--- src/rtl/core/gat_pkg.sv ---
// Shared types and constants for the gradient aggregation table.
// Holds verdict codes, controller states, config register indexes and the decision struct.
// No dependencies.
`default_nettype none

package gat_pkg;

  localparam int FragIdxW = 16;
  localparam int RoundW   = 32;
  localparam int IdW      = 8;
  localparam int WordW    = 32;
  localparam int CountW   = 8;
  localparam int CfgIdxW  = 2;
  localparam int CfgDataW = 8;

  typedef enum logic [2:0] {
    VERDICT_DROP  = 3'd0,
    VERDICT_PASS  = 3'd1,
    VERDICT_ROOT  = 3'd2,
    VERDICT_RELAY = 3'd3,
    VERDICT_UP    = 3'd4
  } verdict_e;

  typedef enum logic [1:0] {
    ST_CLEAR  = 2'd0,
    ST_IDLE   = 2'd1,
    ST_DECIDE = 2'd2,
    ST_WRITE  = 2'd3
  } state_e;

  localparam logic [CfgIdxW-1:0] CFG_OWN_ID            = 2'd0;
  localparam logic [CfgIdxW-1:0] CFG_PARENT_ID         = 2'd1;
  localparam logic [CfgIdxW-1:0] CFG_CHILDREN_EXPECTED = 2'd2;
  localparam logic [CfgIdxW-1:0] CFG_HAS_PARENT        = 2'd3;

  typedef struct packed {
    verdict_e verdict;
    logic     accumulate;
    logic     clear;
    logic     rec_we;
  } decision_t;

endpackage

`default_nettype wire

--- src/rtl/core/gat_decide.sv ---
// Per-packet decision on the first word: verdict, sum control and updated fragment record.
// Depends on gat_pkg.
`default_nettype none

module gat_decide #(
  parameter int WORKERS = 32
) (
  input  wire logic                          frag_ok_i,
  input  wire logic                          own_broadcast_i,
  input  wire logic [gat_pkg::RoundW-1:0]    round_i,
  input  wire logic [gat_pkg::IdW-1:0]       sender_id_i,
  input  wire logic [gat_pkg::IdW-1:0]       own_id_i,
  input  wire logic [gat_pkg::IdW-1:0]       parent_id_i,
  input  wire logic [gat_pkg::CountW-1:0]    children_expected_i,
  input  wire logic                          has_parent_i,
  input  wire logic [gat_pkg::RoundW-1:0]    rec_round_i,
  input  wire logic [gat_pkg::CountW-1:0]    rec_count_i,
  input  wire logic [WORKERS-1:0]            rec_seen_i,
  output gat_pkg::decision_t                 dec_o,
  output logic      [gat_pkg::RoundW-1:0]    new_round_o,
  output logic      [gat_pkg::CountW-1:0]    new_count_o,
  output logic      [WORKERS-1:0]            new_seen_o
);

  logic [WORKERS-1:0]         seen_bit;
  logic [gat_pkg::CountW:0]   limit;

  // Senders at or above WORKERS shift the bit out and skip the duplicate check.
  assign seen_bit = WORKERS'(1) << sender_id_i;
  assign limit    = {1'b0, children_expected_i} + {{gat_pkg::CountW{1'b0}}, 1'b1};

  always_comb begin
    logic [gat_pkg::CountW:0] cnt;
    logic                     dup;
    dec_o       = '{verdict: gat_pkg::VERDICT_DROP, accumulate: 1'b0, clear: 1'b0,
                    rec_we: 1'b0};
    new_round_o = rec_round_i;
    new_count_o = rec_count_i;
    new_seen_o  = rec_seen_i;
    cnt         = {1'b0, rec_count_i};
    dup         = 1'b0;
    if (!frag_ok_i) begin
      dec_o.verdict = gat_pkg::VERDICT_DROP;
    end else if (own_broadcast_i) begin
      dec_o.verdict = gat_pkg::VERDICT_PASS;
    end else if (rec_round_i == round_i) begin
      if (cnt <= {1'b0, children_expected_i}) begin
        if (|(rec_seen_i & seen_bit)) begin
          dup = 1'b1;
        end else begin
          new_seen_o       = rec_seen_i | seen_bit;
          dec_o.accumulate = 1'b1;
          cnt              = cnt + {{gat_pkg::CountW{1'b0}}, 1'b1};
        end
      end
      if (!dup) begin
        dec_o.rec_we = 1'b1;
        new_count_o  = cnt[gat_pkg::CountW-1:0];
        if (cnt >= limit) begin
          if (own_id_i == parent_id_i) begin
            dec_o.verdict = gat_pkg::VERDICT_ROOT;
            dec_o.clear   = 1'b1;
          end else if (sender_id_i == parent_id_i) begin
            dec_o.verdict = gat_pkg::VERDICT_RELAY;
            dec_o.clear   = 1'b1;
          end else if (has_parent_i) begin
            dec_o.verdict = gat_pkg::VERDICT_UP;
          end
          if (dec_o.clear) begin
            // Close the round: reset count and seen mask, advance the round.
            new_count_o = '0;
            new_seen_o  = '0;
            new_round_o = rec_round_i + 32'd1;
          end
        end
      end
    end
  end

endmodule

`default_nettype wire
--- config.mk ---
export PLATFORM = sky130hd
export DESIGN_NAME = gat_decide
export DESIGN_NICKNAME = d
export VERILOG_FILES = /design/src/rtl/core/gat_pkg.sv /design/src/rtl/core/gat_decide.sv
export SDC_FILE = /design/constraint.sdc
export NUM_CORES = 1
export LEC_CHECK = 0
export ABC_AREA = 1
export BUFFER_PORTS_ARGS = -buffer_cell sky130_fd_sc_hd__buf_2
export CAP_MARGIN = 20
export CORE_MARGIN = 5
export CORE_UTILIZATION = 46
export DETAILED_ROUTE_END_ITERATION = 7
export GPL_TIMING_DRIVEN = 0
export PLACE_DENSITY = 0.84
export SLEW_MARGIN = 0
export SYNTH_ARGS = -nofsm -noshare
export SYNTH_HDL_FRONTEND = slang
export SYNTH_SLANG_ARGS = --single-unit
--- constraint.sdc ---
create_clock -name vclk -period 4.8
set_input_delay 0.48 -clock vclk [all_inputs]
set_output_delay 0.48 -clock vclk [all_outputs]
set_load 0.1 [all_outputs]
==> impl_metrics.csv <==
group,metric,value,unit
status,outcome,"finished, final reports clean",
logic_synthesis,synth_sequential_area_ratio,0,
sta,post-route-min-period,4.69,ns
route,detailedRoute.firstPassIterationCount,5,
sta,grt_setup_unrepaired,"yes",
sta,finalSetupViolations,0,
logic_synthesis,postSynthNetCount,826,
place,dp.final_hpwl,11900,microns
sta,worst_pin_slew,0.522,ns
setup_path,worst_setup_path_endpoint,"new_round_o[11]",
finish,seq_area,0,sq um
place,port_buffer_count,216,
global_routing,grt_pass1_vias,5237,
route,drt-vias-per-instance,5.33,
hold_path,hold-path-cell-count,3,
finish,layout-drive-gt1-share,0.400,
place,placed_area,0.00517,sq mm
sta,fmax,0.213,GHz
floorplan,row_count,31,
route,route.detailed.wl_per_inst,14.5,microns
floorplan,floorplan.die.width,96.8,microns
finish,final_common_cell,"sky130_fd_sc_hd__nand2_1",
setup_path,timing.setup.critical_path_class,"input port to output port",
finish,stdcell_area,0.00575,sq mm
floorplan,dieArea,0.00938,sq mm
setup_path,critical_path.most_common_cell,"sky130_fd_sc_hd__nand2_1",
setup_path,critPathArrivalTime,4.21,ns
logic_synthesis,ys_top_cells_by_area,"sky130_fd_sc_hd__nand2_1 (19%), sky130_fd_sc_hd__nor2_1 (12%), sky130_fd_sc_hd__xor2_1 (12%)",
route,initialDrtViolationCount,299,
power,max_rail_drop_vdd,0.0000816,V
floorplan,start_util,0.476,
logic_synthesis,synth_top_cell_area_share,0.194,
setup_path,worst_ep_required_time,4.32,ns
setup_path,crit_path_end_kind,"output port",
route,routed_wirelength,14400,microns
global_routing,globalRouteOverflowTotal,0,
sta,max_slew_headroom_at_the_worst_pin,0.652,
clock_tree,ctsHoldBuffers,0,
run,max_cap_violations,0,
global_routing,grt_util_all_layers,0.282,
route,num_vias,5296,
sta,final.period_utilization,0.977,
floorplan,design.core.area,0.00729,sq mm
logic_synthesis,synthesis.area_per_instance,5.20,sq um
logic_synthesis,netlist.top_cell.by_area,"sky130_fd_sc_hd__nand2_1",
sta,final-hold-violation-count,0,
route,drt_drc_violations_left,0,
finish,n_antenna_cell,0,
sta,total_negative_setup_slack,0,ns
global_routing,grt_max_degree,12,
global_routing,first_pass_grt_wire_length,23100,microns
setup_path,crit_path_start,"sender_id_i[0]",
sta,report.final.slew_viol_count,0,
route,post_route_antenna_net_violation_count,0,
power,totalPowerFinal,0.651,mW
hold_path,hold_path.class,"input port to output port",
floorplan,io-pin-count,217,
place,place.gp.congestion,0.936,
logic_synthesis,post_synth_instance_area,0.00347,sq mm
setup_path,slowest_stage,"sky130_fd_sc_hd__or3b_4",
finish,most-common-layout-cells,"sky130_fd_sc_hd__nand2_1 (175), sky130_fd_sc_hd__buf_2 (159), sky130_fd_sc_hd__inv_1 (101)",
floorplan,die-height,96.8,microns
setup_path,critical_path.max_stage_delay,0.42,ns
setup_path,start_kind,"input port",
setup_path,worst-path-max-fanout,8,
power,power_per_cell_area,113,mW/mm^2
finish,post-route-util,0.788,
power,power_leakage,3.09,nW
logic_synthesis,syn-instance-count,667,
finish,numnets_final,1056,
logic_synthesis,yosysWarnings,0,
finish,nFlopsAndLatches,0,
finish,area_delta_synth_final,65.7,%
logic_synthesis,synth_unique_cells,38,
finish,num-clock-buffers,0,
global_routing,antenna_violations_before_repair,0,
-- critical path, delay by kind of cell --
family | cells | cell delay, ns
simple gates | 18 | 2.42
buf+inv | 6 | 0.74
fa+ha+maj | 1 | 0.30
xor+xnor | 1 | 0.17
compound gates | 1 | 0.10
-- stage by stage --
step                      instances  hold WS (ns)  setup WS [ns]
after floorplan                 667          1.17         -0.394
after detailed placement        982          1.46         -0.772
after global routing            994          1.37         -0.112
after CTS                       990          1.35        -0.0175
after global placement          982          1.46         -0.635
final                           994          1.36          0.112
-- what timing repair did --
item                                    CTS  global route
pin swaps                                 9             8
gates resized for setup                  97            60
setup buffers                             8             4
endpoints found under the setup margin   73            75
gates cloned                              0             0
-- worst min-delay path by stage --
stage,from,end,slack [ns]
2_1_floorplan,rec_round_i[0],new_round_o[0],1.17
3_3_place_gp,rec_round_i[31],new_round_o[31],1.46
3_5_place_dp,rec_round_i[29],new_round_o[29],1.46
4_1_cts,rec_round_i[31],new_round_o[31],1.35
5_1_grt,rec_round_i[31],new_round_o[31],1.37
6_report,rec_round_i[31],new_round_o[31],1.36
-- cells in the mapped netlist --
cell                        instances
sky130_fd_sc_hd__nand2_1          179
sky130_fd_sc_hd__nor2_1           112
sky130_fd_sc_hd__inv_1            103
sky130_fd_sc_hd__xor2_1            47
sky130_fd_sc_hd__nand3_1           46
sky130_fd_sc_hd__a31oi_1           33
sky130_fd_sc_hd__nand4_1           23
sky130_fd_sc_hd__ha_1              20
sky130_fd_sc_hd__nor3_1            15
sky130_fd_sc_hd__a21oi_1           10
sky130_fd_sc_hd__inv_2              8
sky130_fd_sc_hd__o22ai_1            6
sky130_fd_sc_hd__xnor2_1            6
sky130_fd_sc_hd__nor2_2             5
sky130_fd_sc_hd__nor2_4             5
sky130_fd_sc_hd__o21ai_0            5
sky130_fd_sc_hd__buf_2              4
sky130_fd_sc_hd__buf_4              4
sky130_fd_sc_hd__buf_6              4
sky130_fd_sc_hd__nand2_4            4
sky130_fd_sc_hd__clkbuf_1           3
sky130_fd_sc_hd__nor4_1             3
sky130_fd_sc_hd__o21a_1             3
sky130_fd_sc_hd__nor3_4             2
sky130_fd_sc_hd__o2111ai_1          2
sky130_fd_sc_hd__o21ai_1            2
sky130_fd_sc_hd__or2_2              2
sky130_fd_sc_hd__a21oi_4            1
sky130_fd_sc_hd__and3b_1            1
sky130_fd_sc_hd__nand2_2            1
sky130_fd_sc_hd__nand3_2            1
sky130_fd_sc_hd__nand3_4            1
sky130_fd_sc_hd__nand3b_1           1
sky130_fd_sc_hd__nor2_8             1
sky130_fd_sc_hd__nor3_2             1
sky130_fd_sc_hd__nor4_2             1
sky130_fd_sc_hd__o211ai_1           1
sky130_fd_sc_hd__or3b_2             1
-- logic make-up (layout without fill, tap and decap cells) --
group                    Yosys count  after routing  share of synthesized area
XOR/XNOR                          53             53                      0.134
AO/OA/AOI/OAI                     63             63                      0.113
adder cells (fa/ha/maj)           20             20                     0.0721
AND/OR/NAND/NOR                  405            405                      0.530
buffers and inverters            126            354                      0.151
-- layout make-up --
class | instances | area (sq um)
well taps | 99 | 124
plain buffers | 15 | 123
fillers | 601 | 1540
multi-input cells | 541 | 3600
repair buffers | 228 | 1480
inverters | 111 | 427
-- where the power goes --
part	switching [mW]	total [mW]	internal, mW	leakage, nW
registers	0	0	0	0
clock network	0	0	0	0
logic	0.459	0.651	0.192	3.09
-- layer usage --
metal	GRT usage	vias to the layer above	part of all wire
li1	-	2588	-
met1	0.333	2370	0.38
met2	0.523	293	0.50
met3	0.0424	45	0.084
met4	0.0756	0	0.032
met5	0	-	0
(Power assumes the default switching activity.)
